**src/design/sfps_pkg.sv**
```systemverilog
`timescale 1ns / 1ps
package sfps_pkg;

	// One second in nanoseconds; also the widest camera interval
	localparam int unsigned STEP_W = 30;
	localparam logic [STEP_W-1:0] NS_PER_S = 30'd1000000000;

	localparam int unsigned TS_W   = 63;
	localparam int unsigned RATE_W = 10;
	localparam int unsigned CNT_W  = 32;
	localparam logic [TS_W-1:0] TS_MAX = {TS_W{1'b1}};

	// Result status codes
	localparam logic [1:0] ST_OK          = 2'd0;
	localparam logic [1:0] ST_CLOCK_RESET = 2'd1;
	localparam logic [1:0] ST_TIMEOUT     = 2'd2;
	localparam logic [1:0] ST_UNHEALTHY   = 2'd3;

	// Action codes
	localparam logic ACT_QUERY  = 1'b0;
	localparam logic ACT_REPORT = 1'b1;

	typedef struct packed {
		logic              action;
		logic [CNT_W-1:0]  reset_count;
		logic [RATE_W-1:0] target_fps;
		logic              grabbed;
		logic              camera_healthy;
		logic [TS_W-1:0]   left_timestamp;
		logic [TS_W-1:0]   right_timestamp;
	} in_beat_t;

	typedef struct packed {
		logic [1:0]        status;
		logic [TS_W-1:0]   min_timestamp;
		logic [TS_W-1:0]   capture_timestamp;
		logic [TS_W-1:0]   logical_timestamp;
		logic [STEP_W-1:0] frame_step;
		logic [CNT_W-1:0]  frame_id;
	} out_beat_t;

	// Divider control and status
	typedef struct packed {
		logic start;
		logic wide;   // 64-bit dividend; else 30-bit dividend
	} div_req_t;

	typedef struct packed {
		logic busy;
		logic done;
	} div_rsp_t;

endpackage

```
**src/design/sfps_if.sv**
```systemverilog
`timescale 1ns / 1ps
interface sfps_in_if;
	import sfps_pkg::*;
	logic     valid;
	logic     ready;
	in_beat_t data;
	modport source (output valid, output data, input ready);
	modport sink (input valid, input data, output ready);
endinterface

interface sfps_out_if;
	import sfps_pkg::*;
	logic      valid;
	logic      ready;
	out_beat_t data;
	modport source (output valid, output data, input ready);
	modport sink (input valid, input data, output ready);
endinterface

```
**src/design/stereo_frame_pacing_scheduler_unit.sv**
```systemverilog
`timescale 1ns / 1ps
// A clock reset, a grab failure or an unscheduled query is answered without division. A query
// divides for the camera interval and, to reschedule, for the target interval; a successful
// grab divides for both and may add the schedule catch-up division. All of them use the shared
// restoring divider, one bit per cycle: 30-bit dividends for the intervals, 64-bit for catch-up.
// One item at a time; the next beat is taken once the result sits in the output register.
// Reset (arst_n, asynchronous): camera rate 30, all timeline state and frame id cleared.
module stereo_frame_pacing_scheduler_unit (
	input  logic        clk,
	input  logic        arst_n,
	sfps_in_if.sink     req,
	sfps_out_if.source  rsp,
	input  logic        psel,
	input  logic        penable,
	input  logic        pwrite,
	input  logic [2:0]  paddr,
	input  logic [31:0] pwdata,
	output logic [31:0] prdata,
	output logic        pready
);
	import sfps_pkg::*;

	typedef enum logic [3:0] {
		S_IDLE,
		S_CHECK,
		S_STEP,
		S_LOGIC,
		S_IV,
		S_SCHED,
		S_ADV,
		S_MIN,
		S_DONE
	} state_t;

	state_t            state_q;

	logic [RATE_W-1:0] cfg_rate;
	logic [RATE_W-1:0] cam_rate;
	logic [RATE_W-1:0] clamp_rate;

	// Item registers
	in_beat_t          in_q;
	logic [TS_W-1:0]   cap_q;
	logic [RATE_W-1:0] rate_q;
	logic [STEP_W-1:0] step_q;
	logic [STEP_W-1:0] iv_q;
	logic [63:0]       adj_q;
	logic [63:0]       adjiv_q;
	out_beat_t         res_q;

	// Timeline state
	logic              seen_q;
	logic [CNT_W-1:0]  last_cnt_q;
	logic [TS_W-1:0]   last_log_q;
	logic [TS_W-1:0]   last_cap_q;
	logic [63:0]       next_q;
	logic [RATE_W-1:0] sched_rate_q;
	logic [CNT_W-1:0]  frame_num_q;

	// Output register
	out_beat_t         out_q;
	logic              out_valid_q;

	// Divider port
	div_req_t          div_req_q;
	div_rsp_t          div_rsp;
	logic [63:0]       div_num_q;
	logic [STEP_W-1:0] div_den_q;
	logic [63:0]       div_quo;
	logic [STEP_W-1:0] div_rem;

	logic [63:0]       mid_sum;
	logic [26:0]       tol;
	logic              resched;
	logic [63:0]       log_sum;
	logic [TS_W-1:0]   log_val;
	logic [63:0]       min_diff;
	logic [TS_W-1:0]   min_val;

	sfps_cfg u_cfg (
		.clk      (clk),
		.arst_n   (arst_n),
		.psel     (psel),
		.penable  (penable),
		.pwrite   (pwrite),
		.paddr    (paddr),
		.pwdata   (pwdata),
		.prdata   (prdata),
		.pready   (pready),
		.cam_rate (cfg_rate)
	);

	sfps_div u_div (
		.clk    (clk),
		.arst_n (arst_n),
		.req    (div_req_q),
		.num    (div_num_q),
		.den    (div_den_q),
		.rsp    (div_rsp),
		.quo    (div_quo),
		.rem    (div_rem)
	);

	// Rate clamp and midpoint at the input
	always_comb begin
		cam_rate   = (cfg_rate == '0) ? {{(RATE_W-1){1'b0}}, 1'b1} : cfg_rate;
		clamp_rate = (req.data.target_fps == '0 || req.data.target_fps > cam_rate) ?
			cam_rate : req.data.target_fps;
		mid_sum    = {1'b0, req.data.left_timestamp} + {1'b0, req.data.right_timestamp};
	end

	// Tolerance: one eighth of a camera interval, at least 1 ns
	always_comb begin
		tol     = (step_q[STEP_W-1:3] == '0) ? 27'd1 : step_q[STEP_W-1:3];
		resched = (sched_rate_q != rate_q) || (next_q == 64'd0);
	end

	// Monotonic logical time
	always_comb begin
		log_sum = {1'b0, last_log_q} + {{(64-STEP_W){1'b0}}, step_q};
		if (last_log_q != '0 && cap_q <= last_log_q) begin
			log_val = log_sum[63] ? TS_MAX : log_sum[TS_W-1:0];
		end else begin
			log_val = cap_q;
		end
	end

	// Minimum timestamp from the schedule
	always_comb begin
		min_diff = (next_q > {37'd0, tol}) ? next_q - {37'd0, tol} : 64'd0;
		min_val  = min_diff[63] ? TS_MAX : min_diff[TS_W-1:0];
	end

	// Sequencer
	always_ff @(posedge clk or negedge arst_n) begin
		if (!arst_n) begin
			state_q      <= S_IDLE;
			in_q         <= '0;
			cap_q        <= '0;
			rate_q       <= '0;
			step_q       <= '0;
			iv_q         <= '0;
			adj_q        <= '0;
			adjiv_q      <= '0;
			res_q        <= '0;
			seen_q       <= 1'b0;
			last_cnt_q   <= '0;
			last_log_q   <= '0;
			last_cap_q   <= '0;
			next_q       <= '0;
			sched_rate_q <= '0;
			frame_num_q  <= '0;
			out_q        <= '0;
			out_valid_q  <= 1'b0;
			div_req_q    <= '0;
			div_num_q    <= '0;
			div_den_q    <= '0;
		end else begin
			div_req_q.start <= 1'b0;
			if (out_valid_q && rsp.ready) begin
				out_valid_q <= 1'b0;
			end

			unique case (state_q)
				S_IDLE: begin
					if (req.valid) begin
						in_q    <= req.data;
						cap_q   <= mid_sum[TS_W:1];
						rate_q  <= clamp_rate;
						state_q <= S_CHECK;
					end
				end

				S_CHECK: begin
					res_q <= '0;
					priority if (seen_q && in_q.reset_count != last_cnt_q) begin
						// camera clock reset: clear the timeline
						last_cnt_q     <= in_q.reset_count;
						last_log_q     <= '0;
						last_cap_q     <= '0;
						next_q         <= '0;
						sched_rate_q   <= '0;
						res_q.status   <= ST_CLOCK_RESET;
						state_q        <= S_DONE;
					end else if (in_q.action == ACT_REPORT && !in_q.grabbed) begin
						res_q.status   <= in_q.camera_healthy ? ST_TIMEOUT : ST_UNHEALTHY;
						state_q        <= S_DONE;
					end else if (in_q.action == ACT_QUERY && last_cap_q == '0) begin
						res_q.status   <= ST_OK;
						state_q        <= S_DONE;
					end else begin
						// camera interval first
						div_req_q.start <= 1'b1;
						div_req_q.wide  <= 1'b0;
						div_num_q       <= {{(64-STEP_W){1'b0}}, NS_PER_S};
						div_den_q       <= {{(STEP_W-RATE_W){1'b0}}, cam_rate};
						state_q         <= S_STEP;
					end
					if (!seen_q) begin
						seen_q     <= 1'b1;
						last_cnt_q <= in_q.reset_count;
					end
				end

				S_STEP: begin
					if (div_rsp.done) begin
						step_q <= div_quo[STEP_W-1:0];
						if (in_q.action == ACT_REPORT) begin
							state_q <= S_LOGIC;
						end else if (resched) begin
							div_req_q.start <= 1'b1;
							div_req_q.wide  <= 1'b0;
							div_den_q       <= {{(STEP_W-RATE_W){1'b0}}, rate_q};
							state_q         <= S_IV;
						end else begin
							state_q <= S_MIN;
						end
					end
				end

				S_LOGIC: begin
					last_log_q              <= log_val;
					last_cap_q              <= cap_q;
					res_q.status            <= ST_OK;
					res_q.capture_timestamp <= cap_q;
					res_q.logical_timestamp <= log_val;
					res_q.frame_step        <= step_q;
					res_q.frame_id          <= frame_num_q;
					frame_num_q             <= frame_num_q + 32'd1;
					div_req_q.start         <= 1'b1;
					div_req_q.wide          <= 1'b0;
					div_den_q               <= {{(STEP_W-RATE_W){1'b0}}, rate_q};
					state_q                 <= S_IV;
				end

				S_IV: begin
					if (div_rsp.done) begin
						iv_q <= div_quo[STEP_W-1:0];
						if (in_q.action == ACT_QUERY) begin
							sched_rate_q <= rate_q;
							next_q       <= {1'b0, last_cap_q} +
								{{(64-STEP_W){1'b0}}, div_quo[STEP_W-1:0]};
							state_q      <= S_MIN;
						end else if (resched) begin
							sched_rate_q <= rate_q;
							next_q       <= {1'b0, cap_q} +
								{{(64-STEP_W){1'b0}}, div_quo[STEP_W-1:0]};
							state_q      <= S_DONE;
						end else begin
							adj_q   <= {1'b0, cap_q} + {37'd0, tol};
							state_q <= S_SCHED;
						end
					end
				end

				S_SCHED: begin
					// catch up by whole intervals: next = adj - (adj - next) % iv + iv
					if (adj_q >= next_q) begin
						div_req_q.start <= 1'b1;
						div_req_q.wide  <= 1'b1;
						div_num_q       <= adj_q - next_q;
						div_den_q       <= iv_q;
						adjiv_q         <= adj_q + {{(64-STEP_W){1'b0}}, iv_q};
						state_q         <= S_ADV;
					end else begin
						state_q <= S_DONE;
					end
				end

				S_ADV: begin
					if (div_rsp.done) begin
						next_q  <= adjiv_q - {{(64-STEP_W){1'b0}}, div_rem};
						state_q <= S_DONE;
					end
				end

				S_MIN: begin
					res_q.status        <= ST_OK;
					res_q.min_timestamp <= min_val;
					state_q             <= S_DONE;
				end

				S_DONE: begin
					if (!out_valid_q || rsp.ready) begin
						out_q       <= res_q;
						out_valid_q <= 1'b1;
						state_q     <= S_IDLE;
					end
				end

				default: begin
					state_q <= S_IDLE;
				end
			endcase
		end
	end

	assign req.ready = (state_q == S_IDLE);
	assign rsp.valid = out_valid_q;
	assign rsp.data  = out_q;

endmodule

```
**src/design/sfps_cfg.sv**
```systemverilog
`timescale 1ns / 1ps
module sfps_cfg (
	input  logic                        clk,
	input  logic                        arst_n,
	input  logic                        psel,
	input  logic                        penable,
	input  logic                        pwrite,
	input  logic [2:0]                  paddr,
	input  logic [31:0]                 pwdata,
	output logic [31:0]                 prdata,
	output logic                        pready,
	output logic [sfps_pkg::RATE_W-1:0] cam_rate
);
	import sfps_pkg::*;

	localparam logic [RATE_W-1:0] CAM_RATE_RST = 10'd30;

	logic [RATE_W-1:0] cam_rate_q;
	logic              sel_rate;

	// Register 0 occupies the word at byte address 0
	assign sel_rate = (paddr[2] == 1'b0);
	assign pready   = 1'b1;

	always_ff @(posedge clk or negedge arst_n) begin
		if (!arst_n) begin
			cam_rate_q <= CAM_RATE_RST;
		end else if (psel && penable && pwrite && sel_rate) begin
			cam_rate_q <= pwdata[RATE_W-1:0];
		end
	end

	assign prdata   = sel_rate ? {{(32-RATE_W){1'b0}}, cam_rate_q} : 32'd0;
	assign cam_rate = cam_rate_q;

endmodule

```
**src/design/sfps_div.sv**
```systemverilog
`timescale 1ns / 1ps
module sfps_div (
	input  logic                        clk,
	input  logic                        arst_n,
	input  sfps_pkg::div_req_t          req,
	input  logic [63:0]                 num,
	input  logic [sfps_pkg::STEP_W-1:0] den,
	output sfps_pkg::div_rsp_t          rsp,
	output logic [63:0]                 quo,
	output logic [sfps_pkg::STEP_W-1:0] rem
);
	import sfps_pkg::*;

	localparam logic [6:0] WIDE_STEPS   = 7'd64;
	localparam logic [6:0] NARROW_STEPS = 7'd30;

	logic [STEP_W-1:0] rem_q;
	logic [STEP_W-1:0] den_q;
	logic [63:0]       quo_q;
	logic [6:0]        cnt_q;
	logic              done_q;

	logic [STEP_W:0]   shifted;
	logic [STEP_W+1:0] diff;
	logic              geq;

	// Restoring divide, one quotient bit per cycle
	always_comb begin
		shifted = {rem_q, quo_q[63]};
		diff    = {1'b0, shifted} - {2'b00, den_q};
		geq     = ~diff[STEP_W+1];
	end

	always_ff @(posedge clk or negedge arst_n) begin
		if (!arst_n) begin
			rem_q  <= '0;
			den_q  <= '0;
			quo_q  <= '0;
			cnt_q  <= '0;
			done_q <= 1'b0;
		end else if (req.start) begin
			rem_q  <= '0;
			den_q  <= den;
			// narrow dividend is left aligned so its MSB leads
			quo_q  <= req.wide ? num : {num[STEP_W-1:0], {(64-STEP_W){1'b0}}};
			cnt_q  <= req.wide ? WIDE_STEPS : NARROW_STEPS;
			done_q <= 1'b0;
		end else if (cnt_q != 7'd0) begin
			rem_q  <= geq ? diff[STEP_W-1:0] : shifted[STEP_W-1:0];
			quo_q  <= {quo_q[62:0], geq};
			cnt_q  <= cnt_q - 7'd1;
			done_q <= (cnt_q == 7'd1);
		end else begin
			done_q <= 1'b0;
		end
	end

	assign rsp.busy = (cnt_q != 7'd0);
	assign rsp.done = done_q;
	assign quo      = quo_q;
	assign rem      = rem_q;

endmodule

```
**src/flat_wrapper.sv**
```systemverilog
// flat-port wrapper written by rule: the top's interface ports become plain ports
module stereo_frame_pacing_scheduler_unit_flat import sfps_pkg::*;
  (clk, arst_n, psel, penable, pwrite, paddr, pwdata, prdata, pready, req_valid, req_data, req_ready, rsp_valid, rsp_data, rsp_ready);
  sfps_in_if req_i ();
  sfps_out_if rsp_i ();
  input  logic clk;
  input  logic arst_n;
  input  logic psel;
  input  logic penable;
  input  logic pwrite;
  input  logic [2:0] paddr;
  input  logic [31:0] pwdata;
  output logic [31:0] prdata;
  output logic pready;
  input wire logic [$bits(req_i.valid)-1:0] req_valid;
  input wire logic [$bits(req_i.data)-1:0] req_data;
  output wire logic [$bits(req_i.ready)-1:0] req_ready;
  output wire logic [$bits(rsp_i.valid)-1:0] rsp_valid;
  output wire logic [$bits(rsp_i.data)-1:0] rsp_data;
  input wire logic [$bits(rsp_i.ready)-1:0] rsp_ready;
  assign req_i.valid = req_valid;
  assign req_i.data = req_data;
  assign req_ready = req_i.ready;
  assign rsp_valid = rsp_i.valid;
  assign rsp_data = rsp_i.data;
  assign rsp_i.ready = rsp_ready;
  stereo_frame_pacing_scheduler_unit u_core (.clk(clk), .arst_n(arst_n), .req(req_i), .rsp(rsp_i), .psel(psel), .penable(penable), .pwrite(pwrite), .paddr(paddr), .pwdata(pwdata), .prdata(prdata), .pready(pready));
endmodule
```
**config.mk**
```make
export PLATFORM = sky130hd
export DESIGN_NAME = stereo_frame_pacing_scheduler_unit_flat
export DESIGN_NICKNAME = d
export VERILOG_FILES = /design/src/design/sfps_pkg.sv /design/src/design/sfps_if.sv /design/src/design/stereo_frame_pacing_scheduler_unit.sv /design/src/design/sfps_cfg.sv /design/src/design/sfps_div.sv /design/src/flat_wrapper.sv
export SDC_FILE = /design/constraint.sdc
export NUM_CORES = 2
export LEC_CHECK = 0
export BUFFER_PORTS_ARGS = -buffer_cell sky130_fd_sc_hd__clkbuf_2
export CAP_MARGIN = 30
export CORE_UTILIZATION = 40
export CTS_BUF_LIST = sky130_fd_sc_hd__clkbuf_16
export CTS_CLUSTER_DIAMETER = 80
export DETAILED_ROUTE_END_ITERATION = 8
export MAX_ROUTING_LAYER = met4
export SYNTH_ARGS = -nofsm -noshare
export SYNTH_HDL_FRONTEND = slang
export SYNTH_SLANG_ARGS = --single-unit
```
**constraint.sdc**
```tcl
create_clock -name clk -period 14.7 [get_ports clk]
set_input_delay 2.205 -clock clk [delete_from_list [all_inputs] [get_ports clk]]
set_output_delay 2.205 -clock clk [all_outputs]
set_load 0.05 [all_outputs]
```
==> results.yml <==
synthesis:
  synth-edff-count: 0
  ys_seq_area_share_pct: 42.4
  ys_warn_count: 0
  synth_cells: 8241
  ys_top_cells_by_area: "dfrtp_1, ha_1, mux2_2"
  postSynthAreaPerCell_sq_um: 9.39
  ys_async_sr_fraction_pct: 100
  synthFlopType: "dfrtp_1"
  synth_area_sq_um: 77400
  yosysTopAreaCell: "dfrtp_1"
  ys_seq_elements: 1310
  synth_top_area_share_pct: 42.2
  synth_cell_types: 86
cts:
  clock_path_buffers: 3
  cts_tree: "built"
  cts_setup_buffers: 0
  cts_max_level: 4
  clk-insertion-delay-late_ns: 0.85
  cts-root-buf: "clkbuf_16"
  cts_sinks: 1310
  cts_buffers: 151
  cts_resized: 0
  clk_pin_slew_ns: 0.06
  hold_buffers: 0
power:
  p_per_area_nw_per_um2: 87.9
  switchingPower_mw: 1.90
  peakVddDrop_uv: 83.7
  p_seq_share_pct: 47.3
  cellInternalPower_mw: 5.76
  leakage_nw: 43.8
  finalPower_mw: 7.66
  power.share.combinational_pct: 4.6
  swShare_pct: 24.8
  p_clk_share_pct: 48.1
min_path:
  min_to: "u_core.frame_num_q[2]"
  min_path_cells: 1
  holdCritPathClass: "register to register"
  worstHoldStart: "u_core.frame_num_q[2]"
timing:
  finalSetupTns_ns: 0
  rsz0062_at_grt: "no"
  tightest_slew_ns: 1.09
  finClkSkew_ns: 0.0523
  maxSlewViolCount: 0
  fin_crit_sh_pct: 39.0
  maxSlewHeadroom_pct: 26.9
  hold_viol: 0
  fin_ws_ns: 8.96
  timing.fmax_ghz: 0.174
  holdWs_ns: 0.462
  layout_min_cycle_time_ns: 5.74
  setup-violations-final: 0
detailed_routing:
  first_iter_violations: 5405
  via_per_inst: 5.76
  post_drt_wl_per_cell_um: 24.1
  top_layer_used: "met4"
  wl_um: 269000
  wl_met2_um: 121000
  drtPass1Iterations: 6
  via_count: 64300
  met1Wirelength_um: 118000
  met3WireLength_um: 16700
  route.detailed.drc: 0
  ant_nets: 0
setup_path:
  worst-path-buf-inv: 4
  crit_path_max_fanout: 74
  end_kind: "register"
  crit_family: "compound AO/OA/AOI/OAI gates"
  reg2reg_depth: 15
  crit_chain: "inv_1, ha_1, inv_1, fa_1, a21o_1, a21o_1, a221oi_1, o211ai_1, a41oi_1, o21ba_2, a41o_1, a21o_4, buf_4, buf_4, o21ai_0"
  critical-path-max-stage-delay_ns: 0.63
  slowest_stage: "buf_4"
  ff2ff_setup_slack_ns: 8.96
  worstSetupPathType: "register to register"
  crit_arrival_ns: 6.39
  timing.rr.start: "u_core.adj_q[0]"
  cp-start-kind: "register"
  required_ns: 15.35
  timing.rr.end: "u_core.adjiv_q[17]"
cells_and_area:
  utilization_pct: 45.3
  syn_to_final_growth_pct: 12.7
  final_common_cell: "dfrtp_1"
  layout_common_cells: "dfrtp_1, nand2_1, o21ai_0"
  drive_gt1_share_pct: 14.9
  stdcell_count: 11200
  design_area_sq_um: 87200
  nets: 9136
place:
  dpl.hpwl_um: 206000
  io_buffers: 453
  pre_cts_slack_ns: 8.61
  placed_cell_area_sq_um: 82200
  dp.cells: 10900
  gp_congestion: 0.996
status:
  status: "finished, final reports clean"
floorplanning:
  die_w_um: 442
  num_rows: 161
  dieArea_sq_um: 195000
  top_level_ports: 501
  initial_core_util_pct: 40.2
  die_h_um: 442
  core-area_sq_um: 192000
global_routing:
  gr-total-overflow: 0
  antenna_found_initial: 8
  grt_pass1_wl_um: 402000
  grt_max_degree: 173
  globalRouteTotalUtil_pct: 27.8
  grt_pass1_vias: 62700
job:
  maxCapViolations: 0
-- power groups by stage --
stage                     Sequential, mW  Combinational, mW  Clock, mW
after floorplan                     3.69              0.201          0
after global placement              3.69              0.358          0
after detailed placement            3.69              0.360          0
after CTS                           3.62              0.362       3.76
after global routing                3.62              0.402       3.90
final                               3.62              0.356       3.68
-- cell type report --
| cell class | count | area (sq um) |
|---|---|---|
| diodes | 14 | 35.0 |
| clock buffers | 151 | 3780 |
| clock inverters | 117 | 1070 |
| fillers | 18500 | 105000 |
| inverters | 358 | 1340 |
| multi-input cells | 6106 | 41600 |
| flip-flops and latches | 1310 | 32800 |
| well taps | 2526 | 3160 |
| repair buffers | 579 | 3400 |
-- layer usage --
| metal | vias up | global-route usage, % |
|---|---|---|
| li1 | 30000 | - |
| met1 | 31800 | 36.7 |
| met2 | 1987 | 42.3 |
| met3 | 400 | 4.55 |
| met4 | 0 | 11.7 |
| met5 | - | - |
-- Yosys cell counts (35+ instances only) --
cell and count:
o21a_1 59, xor2_1 225, inv_1 358, a31oi_1 73, nand2b_1 42, a22oi_1 35, nand2_1 1112, a221oi_1 39
nand4_1 129, dfrtp_1 1306, nor4_1 104, a211oi_1 64, o221ai_1 51, nor2_1 329, nand3_1 249, nor2b_1 71
a21oi_1 492, a22o_1 154, xnor2_1 305, o31ai_1 45, ha_1 408, o21bai_1 53, a21o_1 314, and3_1 90
mux2_2 411, nor3_1 143, or3_1 39, clkbuf_1 416, o21ai_0 529, mux2i_1 125
-- sequential cells by signal, summed over array words and instances (netlist names), 4 cells and up --
| register | flops |
|---|---|
| u_core.adjiv_q | 64 |
| u_core.div_num_q | 64 |
| u_core.last_cnt_q | 32 |
| u_core.adj_q | 64 |
| u_core.u_div.quo | 64 |
| u_core.next_q | 64 |
| u_core.sched_rate_q | 10 |
| u_core.state_q | 4 |
| u_core.u_div.den_q | 30 |
| u_core.u_div.rem | 30 |
| u_core.div_den_q | 30 |
| u_core.iv_q | 30 |
| u_core.in_q | 35 |
| u_core.u_div.cnt_q | 7 |
| u_core.res_q | 253 |
| u_core.step_q | 30 |
| u_core.last_log_q | 63 |
| u_core.last_cap_q | 63 |
| u_core.u_cfg.cam_rate | 10 |
| u_core.cap_q | 63 |
| u_core.rate_q | 10 |
| u_core.rsp.data | 253 |
| u_core.frame_num_q | 32 |
-- worst max-delay path by stage --
stage | cells after the start | end | slack, ns | from
4_1_cts | 15 | u_core.adjiv_q[14] | 9.07 | u_core.adj_q[0]
2_1_floorplan | 19 | u_core.next_q[54] | 9.08 | u_core.in_q[170]
3_5_place_dp | 12 | u_core.cap_q[60] | 8.61 | req_data[8]
6_report | 15 | u_core.adjiv_q[17] | 8.96 | u_core.adj_q[0]
5_1_grt | 15 | u_core.adjiv_q[15] | 8.74 | u_core.adj_q[0]
3_3_place_gp | 12 | u_core.cap_q[60] | 8.62 | req_data[8]
-- cell families (layout without fill, tap and decap cells) --
kind of cell | after synthesis | count (layout) | share of synthesized area (%)
and+or+nand+nor | 2440 | 2440 | 14.7
AOI/OAI and AO/OA | 2160 | 2160 | 18.3
DFF | 1310 | 1310 | 42.4
buffers and inverters | 846 | 1205 | 4.25
muxes | 536 | 536 | 7.60
xor gates and xnor gates | 530 | 530 | 6.00
adders and majority gates | 417 | 417 | 6.83
other | 2 | 37 | 0.00970
Power figures use the tool's default switching activity.
